**src/rtl/core/b64_pkg.sv**
```systemverilog
package b64_pkg;

    localparam logic [6:0] PAD_CHAR = 7'd61;
    localparam logic [2:0] FULL_CHARS = 3'd4;

    // one group handed from the packer to the emitter
    typedef struct packed {
        logic [23:0] bits;   // first byte in bits 23..16
        logic [2:0]  ndig;   // digits carrying data, 2 to 4
        logic [2:0]  nchar;  // characters in total, 2 to 4
        logic        last;   // group ends the message
    } b64_grp_t;

    // standard alphabet: A-Z a-z 0-9 + /
    function automatic logic [6:0] b64_char(input logic [5:0] v);
        logic [6:0] ch;
        if (v < 6'd26)
        begin
            ch = 7'd65 + {1'b0, v};
        end
        else if (v < 6'd52)
        begin
            ch = 7'd71 + {1'b0, v};
        end
        else if (v < 6'd62)
        begin
            ch = {1'b0, v} - 7'd4;
        end
        else if (v == 6'd62)
        begin
            ch = 7'd43;
        end
        else
        begin
            ch = 7'd47;
        end
        return ch;
    endfunction

endpackage

```
**src/rtl/core/b64_pack.sv**
```systemverilog
module b64_pack
    import b64_pkg::*;
(
    input  logic       clk,
    input  logic       rst_n,
    input  logic       pad_enable,
    input  logic       in_valid,
    output logic       in_ready,
    input  logic [7:0] in_byte,
    input  logic       in_last,
    output logic       grp_valid,
    input  logic       grp_pop,
    output b64_grp_t   grp
);

    logic [1:0]  phase_reg, phase_next;
    logic [15:0] held_reg, held_next;
    logic        pend_valid_reg, pend_valid_next;
    b64_grp_t    pend_reg, pend_next;

    logic [23:0] bits_w;
    logic [1:0]  have_w;
    logic        accept;
    logic        flush;

    assign in_ready  = !pend_valid_reg || grp_pop;
    assign accept    = in_valid && in_ready;
    assign grp_valid = pend_valid_reg;
    assign grp       = pend_reg;

    always_comb
    begin
        unique case (phase_reg)
            2'd1:
            begin
                bits_w = {held_reg[15:8], in_byte, 8'h00};
                have_w = 2'd2;
            end
            2'd2:
            begin
                bits_w = {held_reg, in_byte};
                have_w = 2'd3;
            end
            default:
            begin
                bits_w = {in_byte, 16'h0000};
                have_w = 2'd1;
            end
        endcase
    end

    assign flush = (have_w == 2'd3) || in_last;

    always_comb
    begin
        phase_next      = phase_reg;
        held_next       = held_reg;
        pend_valid_next = pend_valid_reg && !grp_pop;
        pend_next       = pend_reg;
        if (accept)
        begin
            if (flush)
            begin
                phase_next      = 2'd0;
                held_next       = 16'h0000;
                pend_valid_next = 1'b1;
                pend_next.bits  = bits_w;
                pend_next.last  = in_last;
                if (have_w == 2'd3)
                begin
                    pend_next.ndig  = FULL_CHARS;
                    pend_next.nchar = FULL_CHARS;
                end
                else
                begin
                    pend_next.ndig  = {1'b0, have_w} + 3'd1;
                    pend_next.nchar = pad_enable ? FULL_CHARS : ({1'b0, have_w} + 3'd1);
                end
            end
            else
            begin
                phase_next = have_w;
                held_next  = bits_w[23:8];
            end
        end
    end

    always_ff @(posedge clk or negedge rst_n)
    begin
        if (!rst_n)
        begin
            phase_reg      <= 2'd0;
            held_reg       <= 16'h0000;
            pend_valid_reg <= 1'b0;
        end
        else
        begin
            phase_reg      <= phase_next;
            held_reg       <= held_next;
            pend_valid_reg <= pend_valid_next;
        end
    end

    always_ff @(posedge clk)
    begin
        pend_reg <= pend_next;
    end

    a_phase_range: assert property (@(posedge clk) disable iff (!rst_n)
        phase_reg != 2'd3)
        else $error("group phase out of range");

    a_pend_hold: assert property (@(posedge clk) disable iff (!rst_n)
        pend_valid_reg && !grp_pop |=> pend_valid_reg && $stable(pend_reg))
        else $error("pending group lost before pop");

    a_pend_shape: assert property (@(posedge clk) disable iff (!rst_n)
        pend_valid_reg |-> pend_reg.ndig >= 3'd2 && pend_reg.nchar >= pend_reg.ndig
                           && pend_reg.nchar <= FULL_CHARS)
        else $error("malformed pending group");

endmodule

```
**src/rtl/core/b64_emit.sv**
```systemverilog
module b64_emit
    import b64_pkg::*;
(
    input  logic       clk,
    input  logic       rst_n,
    input  logic       grp_valid,
    output logic       grp_pop,
    input  b64_grp_t   grp,
    output logic       out_valid,
    input  logic       out_ready,
    output logic [6:0] out_char,
    output logic       out_last
);

    logic       cur_valid_reg, cur_valid_next;
    b64_grp_t   cur_reg;
    logic [1:0] idx_reg, idx_next;
    logic       ov_reg, ov_next;
    logic [6:0] oc_reg, oc_next;
    logic       ol_reg, ol_next;

    logic       advance;
    logic       at_end;
    logic [5:0] digit;

    assign advance = !ov_reg || out_ready;
    assign at_end  = ({1'b0, idx_reg} == (cur_reg.nchar - 3'd1));
    assign grp_pop = grp_valid && (!cur_valid_reg || (advance && at_end));

    always_comb
    begin
        unique case (idx_reg)
            2'd0: digit = cur_reg.bits[23:18];
            2'd1: digit = cur_reg.bits[17:12];
            2'd2: digit = cur_reg.bits[11:6];
            default: digit = cur_reg.bits[5:0];
        endcase
    end

    always_comb
    begin
        cur_valid_next = cur_valid_reg;
        idx_next       = idx_reg;
        ov_next        = ov_reg;
        oc_next        = oc_reg;
        ol_next        = ol_reg;
        if (advance)
        begin
            ov_next = cur_valid_reg;
            if (cur_valid_reg)
            begin
                oc_next = ({1'b0, idx_reg} < cur_reg.ndig) ? b64_char(digit) : PAD_CHAR;
                ol_next = cur_reg.last && at_end;
                idx_next = idx_reg + 2'd1;
                if (at_end)
                begin
                    cur_valid_next = 1'b0;
                end
            end
        end
        if (grp_pop)
        begin
            cur_valid_next = 1'b1;
            idx_next       = 2'd0;
        end
    end

    always_ff @(posedge clk or negedge rst_n)
    begin
        if (!rst_n)
        begin
            cur_valid_reg <= 1'b0;
            idx_reg       <= 2'd0;
            ov_reg        <= 1'b0;
        end
        else
        begin
            cur_valid_reg <= cur_valid_next;
            idx_reg       <= idx_next;
            ov_reg        <= ov_next;
        end
    end

    always_ff @(posedge clk)
    begin
        oc_reg <= oc_next;
        ol_reg <= ol_next;
        if (grp_pop)
        begin
            cur_reg <= grp;
        end
    end

    assign out_valid = ov_reg;
    assign out_char  = oc_reg;
    assign out_last  = ol_reg;

    a_idx_range: assert property (@(posedge clk) disable iff (!rst_n)
        cur_valid_reg |-> ({1'b0, idx_reg} < cur_reg.nchar))
        else $error("character index past group end");

    a_out_hold: assert property (@(posedge clk) disable iff (!rst_n)
        ov_reg && !out_ready |=> ov_reg && $stable(oc_reg) && $stable(ol_reg))
        else $error("stalled character changed");

    a_pop_free: assert property (@(posedge clk) disable iff (!rst_n)
        grp_pop |-> !cur_valid_reg || (advance && at_end))
        else $error("group loaded over a busy one");

endmodule

```
**src/rtl/core/base64_encoder.sv**
```systemverilog
// Streaming base64 encoder with the standard alphabet (A-Z a-z 0-9 + /). Raw message
// bytes come in on the slave stream, one item per byte, with s_tlast on the final byte
// of a message; ASCII characters go out on the master stream, with m_tlast on the final
// character. Every three bytes give four characters; the byte marked last flushes a
// partial group as two or three characters, followed by '=' up to four when pad_enable
// is set (reset value 1, written through cfg_we/cfg_wdata; the user must write it only
// while the block is idle, which the block itself does not enforce). A byte is taken
// whenever the one-group hand-off slot is free; while a finished group waits in that slot
// for the emitter, every byte waits too, whether it finishes a group or not. The output
// register delivers one character per cycle unless m_tready stalls it, so a sustained
// stream is limited by the single character output register.
module base64_encoder
    import b64_pkg::*;
(
    input  logic       clk,
    input  logic       rst_n,

    input  logic       cfg_we,
    input  logic       cfg_wdata,     // pad_enable

    input  logic       s_tvalid,
    output logic       s_tready,
    input  logic [7:0] s_tdata,       // [7:0] data_byte
    input  logic       s_tlast,       // last_byte

    output logic       m_tvalid,
    input  logic       m_tready,
    output logic [7:0] m_tdata,       // [6:0] out_char, [7] zero
    output logic       m_tlast        // last_char
);

    // padding mode register
    logic pad_enable_reg;

    always_ff @(posedge clk or negedge rst_n)
    begin
        if (!rst_n)
        begin
            pad_enable_reg <= 1'b1;
        end
        else if (cfg_we)
        begin
            pad_enable_reg <= cfg_wdata;
        end
    end

    // packer to emitter hand-off
    logic     grp_valid;
    logic     grp_pop;
    b64_grp_t grp;
    logic [6:0] out_char;

    // gathers bytes into 24-bit groups and holds one finished group
    b64_pack u_pack (
        .clk        (clk),
        .rst_n      (rst_n),
        .pad_enable (pad_enable_reg),
        .in_valid   (s_tvalid),
        .in_ready   (s_tready),
        .in_byte    (s_tdata),
        .in_last    (s_tlast),
        .grp_valid  (grp_valid),
        .grp_pop    (grp_pop),
        .grp        (grp)
    );

    // turns a group into characters, one per cycle while out_ready allows, into the output register
    b64_emit u_emit (
        .clk       (clk),
        .rst_n     (rst_n),
        .grp_valid (grp_valid),
        .grp_pop   (grp_pop),
        .grp       (grp),
        .out_valid (m_tvalid),
        .out_ready (m_tready),
        .out_char  (out_char),
        .out_last  (m_tlast)
    );

    // ascii is seven bits, top bit of the byte is always clear
    assign m_tdata = {1'b0, out_char};

endmodule

```
**config.mk**
```make
export PLATFORM = sky130hd
export DESIGN_NAME = base64_encoder
export DESIGN_NICKNAME = d
export VERILOG_FILES = /design/src/rtl/core/b64_pkg.sv /design/src/rtl/core/b64_pack.sv /design/src/rtl/core/b64_emit.sv /design/src/rtl/core/base64_encoder.sv
export SDC_FILE = /design/constraint.sdc
export NUM_CORES = 1
export LEC_CHECK = 0
export ABC_CLOCK_PERIOD_IN_PS = 6200
export BUFFER_PORTS_ARGS = -buffer_cell sky130_fd_sc_hd__buf_2
export CAP_MARGIN = 20
export CORE_ASPECT_RATIO = 0.5
export CORE_MARGIN = 4
export CORE_UTILIZATION = 55
export CTS_BUF_LIST = sky130_fd_sc_hd__clkbuf_16
export DETAILED_ROUTE_END_ITERATION = 10
export PLACE_DENSITY = 0.78
export SETUP_SLACK_MARGIN = 0.15
export SLEW_MARGIN = 25
export SYNTH_ARGS = -nofsm -noshare
export SYNTH_HDL_FRONTEND = slang
export SYNTH_SLANG_ARGS = --single-unit
```
**constraint.sdc**
```tcl
create_clock -name clk -period 6.2 [get_ports clk]
set_clock_uncertainty 0.1 [all_clocks]
set_input_delay 0.93 -clock clk [delete_from_list [all_inputs] [get_ports clk]]
set_output_delay 0.93 -clock clk [all_outputs]
set_load 0.05 [all_outputs]
```
==> qor.txt, run 1 <==
Cell Count, Final, Fillers Out = 453
FF-to-FF path depth = 9
Setup TNS = 0 ps
Post-Synth XOR/XNOR Area = 0.632%
Initial antenna violation count = 0
First-pass GRT wire length = 12.4 mm
Grt total ovfl = 0
Final #Nets = 379
RSZ-0062 raised after global routing = no
Pwr dens = 540 nW/um^2
Initial Utilization = 56.6%
Syn avg cell area = 12.7 um^2
CTS tree = done
Hold Path Stages = 0
Sequential cell area = 2700 um^2
Vias in the first global route = 2517
Final min period = 3170 ps
Post-route worst setup slack = 3030 ps
Cts bufs inserted = 9
Status = completed
Fmax = 315 MHz
Syn-to-layout area delta = 12.3%
Worst-skew pair later-pin latency = 340 ps
Int Pwr = 0.00154 W
Design Power = 0.00252 W
Net count after synthesis = 355
Core area = 7350 um^2
Setup WS pre-CTS = 3340 ps
Fillcell total = 533
Share of layout cells above drive strength 1 = 16.8%
Die area = 9100 um^2
IO Pins = 26
Slew margin rel. = 44.2%
Die height = 69.5 um
WL final = 7.61 mm
Avg Vias per Cell = 5.70
Peak supply drop = 205 uV
Startpoint class of the critical path = register
Req. time, crit path = 5170 ps
Clk pwr share = 22.6%
Least-Margin Pin Slew = 830 ps
Yosys reg bits = 94
Mapped Cells = 328
Critical Path End Type = output pin
Placed insts = 437
Crit path DAT = 2140 ps
P_sw = 0.000985 W
Leak pwr = 1.81 nW
Clock root buffer = clkbuf_16
Largest family of logic cells by synthesized area = compound AO/OA/AOI/OAI gates
Finished Core Util = 63.5%
CP max FO = 4
Hpwl dp = 5.22 mm
GP Congestion = 0.896
# port buffers = 24
Mux cell area share after synthesis = 2.83%
Clock H-tree levels = 3
Post-synth ARST share = 25.5%
Final setup viols = 0
Number of flops mapped to enable cells by yosys = 70
Post-Synth Simple-Gate Area = 11.7%
Area of the multi-input gates = 1320 um^2
Rows = 22
Largest net degree at the start of global routing = 37
Final Slew Violations = 0
Post-route ant nets = 0
Top_reg_cell synth = edfxtp_1
Drt first pass iters = 7
Synth warn = 0
Vias = 2582
Die Wd = 131 um
Comb power frac = 40.6%
Maximum root-to-sink buffer count = 2
Switch share = 39.1%
N_diodes = 0
CTS sink cnt = 94
Post-Synth Adder-Cell Area = 3.85%
Count of cell types in the netlist = 56
# resized after CTS = 0
Fin. Hold Viols = 0
Max cap viols = 0
CP Class = register to output pin
Crit share post-route = 51.2%
Iter 0 DRT Violations = 246
Hold Crit Class = register to register
Post-CTS setup repair buffer count = 0
Clock-pin slew on the worst setup and hold paths = 70 ps
Post-synthesis sequential area ratio = 65.0%
Reg power frac = 36.9%
Number of remaining DRC errors = 0
Post-synthesis compound-gate area fraction = 12.6%
Mapped cell area = 4160 um^2
Cts hold-fix bufs = 0
Wire per inst = 16.8 um
All-Layer GR Usage = 17.9%
==> per-layer routing <==
metal | GRT usage [%] | vias up | wire length (um)
met2 | 26.1 | 76 | 3480
met1 | 25.4 | 1244 | 3650
met5 | 0 | - | 0
li1 | - | 1249 | -
met3 | 6.38 | 13 | 399
met4 | 5.02 | 0 | 89
==> through the flow <==
stage          instance area [um^2]  hold WS, ps
6_report                       4670          319
4_1_cts                        4670          320
2_1_floorplan                  4160          300
3_3_place_gp                   4350          301
5_1_grt                        4670          323
3_5_place_dp                   4350          305
==> cells in the mapped netlist (all sizes together), types with 2 or more instances <==
master   number  area, um^2
clkbuf        9        33.8
inv          19        73.8
a2111oi       2        23.8
ha           12         150
and2         11        68.8
buf           4        27.5
nand2        44         168
nand3         4        20.0
a222oi        5        50.1
nor2         17        63.8
edfxtp       70        2100
nor3         12        65.1
a21oi         7        35.0
nand2b       10        62.6
o41ai         2        17.5
a21o          2        15.0
mux2          5        67.6
a22oi         8        60.1
or2           2        12.5
and3          2        13.8
xnor2         2        17.5
mux2i         5        50.1
o21ai        24         135
o31ai         2        15.0
a22o          8        70.1
dfrtp        23         576
==> kinds of logic after synthesis <==
kind of cell,count (synthesis)
fa+ha+maj,13
mux,10
compound gates,71
other cells,1
simple gates,104
xor+xnor,3
flops,94
buf+inv,32
==> cell type report <==
class / count / area share [%]
flip-flops and latches: 94 / 57.9
multi-input cells: 202 / 28.2
clock buffers: 9 / 4.82
repair buffers: 26 / 2.89
well taps: 96 / 2.57
clock inverters: 7 / 1.98
inverters: 19 / 1.58
==> final timing paths <==
path	from	to	slack [ps]
setup / recovery	u_emit.cur_reg[1]$_DFFE_PP_	s_tready	3030
max in group asynchronous	rst_n	u_emit.idx_reg[0]$_DFFE_PN0P_	5130
hold / removal	u_pack.grp[27]$_DFFE_PP_	u_emit.cur_reg[27]$_DFFE_PP_	320
min in group asynchronous	rst_n	u_pack.held_reg[2]$_DFFE_PN0P_	480
hold reg to reg	u_pack.grp[27]$_DFFE_PP_	u_emit.cur_reg[27]$_DFFE_PP_	320
setup reg to reg	u_emit.idx_reg[0]$_DFFE_PN0P_	u_emit.out_char[1]$_SDFFCE_PP0P_	3290
==> placed cells by master (no fill, tap or decap), types with 3 or more instances in the layout <==
cell	synthesis	routed
a21oi_1	7	7
a222oi_1	5	5
a22o_1	8	8
a22oi_1	8	8
and2_1	11	11
buf_2	1	24
clkbuf_16	0	9
dfrtp_1	23	23
edfxtp_1	70	70
ha_1	12	12
inv_1	16	16
mux2_4	3	3
mux2i_1	5	5
nand2_1	43	43
nand2b_1	10	10
nand3_1	4	4
nor2_1	17	17
nor3_1	11	11
o21ai_0	15	15
o21ai_1	7	7
==> worst max-delay path, stage by stage, from the launching register on <==
cell and delay, ps:
edfxtp_1 410, inv_1 80, ha_1 240, xnor2_1 130
nor3_1 340, a211o_1 300, buf_2 300
==> power by group through the flow <==
stage	sequential, W	clock (W)	combinational, W
detailed placement	0.000943	0	0.00101
global placement	0.000936	0	0.000974
global route	0.000943	0.000610	0.00113
floorplan	0.00102	0	0.000723
CTS	0.000930	0.000581	0.00101
finish	0.000930	0.000569	0.00102
No activity file was read; power rests on OpenSTA's default activity.
==> run 2, diff against run 1 <==
Settings changed: ABC_CLOCK_PERIOD_IN_PS 6200 to 3200.
Clock period 6.2 ns to 3.2 ns, I/O delays scaled along.
==> qor.txt, run 2 (synthesized netlist as in run 1, its figures left out) <==
Status = completed
IO Pins = 26
Iter 0 DRT Violations = 232
# resized after CTS = 0
Final setup viols = 0
Most frequent CP cell = ha_1
Worst-skew pair later-pin latency = 340 ps
Post-route worst setup slack = 309 ps
First-pass GRT wire length = 12.5 mm
Final Slew Violations = 0
Slew margin rel. = 46.6%
Core area = 7350 um^2
Switch share = 38.0%
Crit-path cells = inv_1 > ha_1 > a222oi_1 > inv_2 > o21ai_4 > ha_1 > nor2_1 > maj3_1 > a21oi_1 > o221ai_1
Leak pwr = 1.83 nW
Fmax = 346 MHz
CTS sink cnt = 94
Grt total ovfl = 0
Syn-to-layout area delta = 12.9%
Largest net degree at the start of global routing = 37
Initial antenna violation count = 0
Clock root buffer = clkbuf_16
Least-Margin Pin Slew = 779 ps
Share of layout cells above drive strength 1 = 17.0%
Number of remaining DRC errors = 0
Setup WS pre-CTS = 368 ps
Hpwl dp = 5.20 mm
P_sw = 0.00188 W
WL final = 7.37 mm
Wire per inst = 16.2 um
Cts bufs inserted = 9
CP Class = register to register
Hold Crit Class = primary input to asynchronous set/reset pin
Final #Nets = 381
Initial Utilization = 56.6%
Req. time, crit path = 3160 ps
RSZ-0062 raised after global routing = no
CTS tree = done
Crit share post-route = 90.3%
Avg Vias per Cell = 5.72
Startpoint class of the critical path = register
Final min period = 2890 ps
Setup TNS = 0 ps
Slowest cell on the critical path = dfrtp_1
Crit path DAT = 2850 ps
Vias = 2602
Post-route ant nets = 0
Vias in the first global route = 2526
Max cap viols = 0
Reg power frac = 36.4%
Post-CTS setup repair buffer count = 0
Maximum root-to-sink buffer count = 2
Clock H-tree levels = 3
CP max FO = 7
Int Pwr = 0.00306 W
Rows = 22
Die area = 9100 um^2
Cts hold-fix bufs = 0
All-Layer GR Usage = 17.5%
Die Wd = 131 um
Drt first pass iters = 5
CP peak stage delay = 440 ps
Clock-pin slew on the worst setup and hold paths = 70 ps
GP Congestion = 0.813
Fin. Hold Viols = 0
Peak supply drop = 384 uV
Commonest non-fill, non-tap cell in the layout = edfxtp_1
Comb power frac = 40.3%
Clk pwr share = 23.3%
N_diodes = 0
# port buffers = 24
Die height = 69.5 um
Critical Path End Type = register
Most frequent cells in the layout = edfxtp_1, nand2_1, buf_2
Pwr dens = 1050 nW/um^2
[run 2: cell types whose count changed in the layout (fill, tap and decap cells not counted), sizes merged]
cell,previous run,this run
bufinv,1,2
clkinvlp,2,0
clkinv,1,2
buf,26,28
[run 2: final timing paths]
| path | cells after the start | slack, ps | startpoint | endpoint |
|---|---|---|---|---|
| hold / removal | 1 | 30 | rst_n | u_emit.cur_valid_reg$_DFFE_PN0P_ |
| setup reg to reg | 10 | 310 | u_emit.idx_reg[0]$_DFFE_PN0P_ | u_emit.out_char[2]$_SDFFCE_PP1P_ |
| hold reg to reg | 0 | 320 | u_pack.grp[11]$_DFFE_PP_ | u_emit.cur_reg[11]$_DFFE_PP_ |
| max in group asynchronous | 1 | 2580 | rst_n | u_emit.out_valid$_DFFE_PN0P_ |
| min in group clk | 1 | 250 | s_tlast | u_pack.grp[0]$_DFFE_PP_ |
| setup / recovery | 10 | 310 | u_emit.idx_reg[0]$_DFFE_PN0P_ | u_emit.out_char[2]$_SDFFCE_PP1P_ |
[run 2: through the flow]
stage               instances  util, %  hold slack [ps]  power (W)  area, um^2
finish                    455     63.9             31.6    0.00494        4700
global route              455     63.9             77.8    0.00526        4700
CTS                       455     63.9             44.5    0.00495        4700
detailed placement        439     59.4              305    0.00379        4370
global placement          439     59.4              307    0.00373        4370
floorplan                 328        -             84.4    0.00337        4160
[run 2: layout make-up]
class                   count  area [um^2]
clock buffers               9          225
clock inverters             7          104
fillers                   548         2650
inverters                  19         73.8
multi-input cells         202         1320
flip-flops and latches     94         2700
well taps                  96          120
repair buffers             28          150
[run 2: power by group through the flow]
stage                     logic, W  registers (W)  clock network (W)
after CTS                  0.00198        0.00180            0.00117
after global placement     0.00191        0.00181                  0
after floorplan            0.00140        0.00197                  0
final                      0.00199        0.00180            0.00115
after global routing       0.00220        0.00182            0.00124
after detailed placement   0.00197        0.00182                  0
[run 2: metal layers]
layer | GRT usage (%) | up-vias | wire [um]
li1 | - | 1256 | -
met1 | 25.8 | 1264 | 3510
met2 | 26.2 | 73 | 3390
met3 | 4.62 | 9 | 420
met4 | 3.88 | 0 | 53
met5 | 0 | - | 0
[run 2: worst max-delay path: cells and delay by family (launching register included)]
kind	cells	cell delay [ps]
compound gates	4	910
buf+inv	2	210
fa+ha+maj	3	890
simple gates	1	70
flops	1	440
==> run 3, diff against run 2 <==
Settings changed: CORE_MARGIN 4 to 3, CTS_BUF_LIST sky130_fd_sc_hd__clkbuf_16 to sky130_fd_sc_hd__clkbuf_8.
==> qor.txt, run 3 (synthesized netlist as in run 1, its figures left out) <==
Post-CTS setup repair buffer count = 0
First-pass GRT wire length = 12.5 mm
# port buffers = 24
Drt first pass iters = 5
Syn-to-layout area delta = 10.1%
CP Class = register to register
Leak pwr = 1.77 nW
Vias = 2623
Final Cell Area = 4580 um^2
Clock H-tree levels = 3
Fin. Hold Viols = 0
Setup WS pre-CTS = 346 ps
Reg power frac = 38.7%
Number of remaining DRC errors = 0
Crit share post-route = 88.0%
Slew margin rel. = 48.0%
Share of layout cells above drive strength 1 = 17.6%
Clk pwr share = 18.6%
Final min period = 2820 ps
P_sw = 0.00186 W
Clock root buffer = clkbuf_8
Peak supply drop = 448 uV
Initial antenna violation count = 0
Die Wd = 129 um
CTS sink cnt = 94
Worst-skew pair later-pin latency = 350 ps
Setup TNS = 0 ps
Die area = 8700 um^2
Design Power = 0.00467 W
Post-route worst setup slack = 383 ps
DP Area = 4350 um^2
Hold Crit Class = primary input to asynchronous set/reset pin
Max cap viols = 0
Iter 0 DRT Violations = 360
Cts bufs inserted = 9
Final #Nets = 379
Commonest non-fill, non-tap cell in the layout = edfxtp_1
Final setup viols = 0
Reg2reg setup slack = 380 ps
Crit path DAT = 2790 ps
Most frequent cells in the layout = edfxtp_1, nand2_1, buf_2
Rows = 21
Cts hold-fix bufs = 0
# resized after CTS = 0
WL final = 7.79 mm
Startpoint class of the critical path = register
Req. time, crit path = 3170 ps
Initial Utilization = 59.5%
Comb power frac = 42.7%
IO Pins = 26
Core area = 6990 um^2
Least-Margin Pin Slew = 774 ps
Grt total ovfl = 0
Largest net degree at the start of global routing = 37
Pwr dens = 1020 nW/um^2
GP Congestion = 0.902
Hpwl dp = 5.35 mm
Status = completed
Int Pwr = 0.00281 W
Critical Path End Type = register
Maximum root-to-sink buffer count = 2
Clock-pin slew on the worst setup and hold paths = 90 ps
Placed insts = 433
Wire per inst = 17.4 um
Die height = 67.5 um
All-Layer GR Usage = 19.0%
Post-route ant nets = 0
Switch share = 39.9%
Vias in the first global route = 2500
Final Slew Violations = 0
RSZ-0062 raised after global routing = no
CP max FO = 7
N_diodes = 0
Cell Count, Final, Fillers Out = 449
CTS tree = done
Fmax = 355 MHz
Avg Vias per Cell = 5.84
## run 3: cell types whose count changed in the layout (fill, tap and decap cells not counted), sizes merged
cell      previous run  this run
buf                 28        26
clkinv               2         1
clkinvlp             0         1
## run 3: final cells by class
cell class | instances | area, um^2
inverters | 19 | 73.8
fillers | 473 | 2410
repair buffers | 26 | 135
well taps | 92 | 115
clock buffers | 9 | 124
clock inverters | 7 | 101
flip-flops and latches | 94 | 2710
multi-input cells | 202 | 1320
## run 3: critical path, stage by stage, from the launching register on
cell and delay [ps]:
dfrtp_2 430, inv_1 100, ha_1 280, a222oi_1 400
inv_2 90, o21ai_4 230, ha_1 260, nor2_1 70
maj3_1 350, a21oi_1 130, o221ai_1 120
## run 3: metal layers
layer | routed length [um] | global-route usage, % | vias to the layer above
met4 | 90 | 6.41 | 0
li1 | - | - | 1249
met5 | 0 | 0 | -
met1 | 3690 | 26.6 | 1269
met2 | 3610 | 30.0 | 94
met3 | 407 | 4.27 | 11
## run 3: per-stage QoR
stage               hold WS [ps]  util (%)
CTS                         19.0      65.4
finish                      16.5      65.5
detailed placement           305      62.2
floorplan                   84.4         -
global placement             307      62.2
global route                29.6      65.5
## run 3: power groups by stage
stage	logic [W]	clock network, W	registers, W
finish	0.00199	0.000866	0.00181
global route	0.00220	0.000928	0.00183
CTS	0.00196	0.000883	0.00180
floorplan	0.00140	0	0.00197
global placement	0.00186	0	0.00181
detailed placement	0.00195	0	0.00183
## run 3: path summary, 6_finish.rpt
check,startpoint,to,cells past startpoint
min in group clk,s_tlast,u_pack.grp[0]$_DFFE_PP_,1
max in group asynchronous,rst_n,u_emit.idx_reg[1]$_DFFE_PN0P_,1
worst max-delay path,u_emit.idx_reg[0]$_DFFE_PN0P_,u_emit.out_char[2]$_SDFFCE_PP1P_,10
worst min register to register,u_pack.grp[5]$_SDFFCE_PP0P_,u_emit.cur_reg[5]$_DFFE_PP_,0
worst min-delay path,rst_n,u_pack.phase_reg[0]$_DFFE_PN0P_,1
worst max register to register,u_emit.idx_reg[0]$_DFFE_PN0P_,u_emit.out_char[2]$_SDFFCE_PP1P_,10
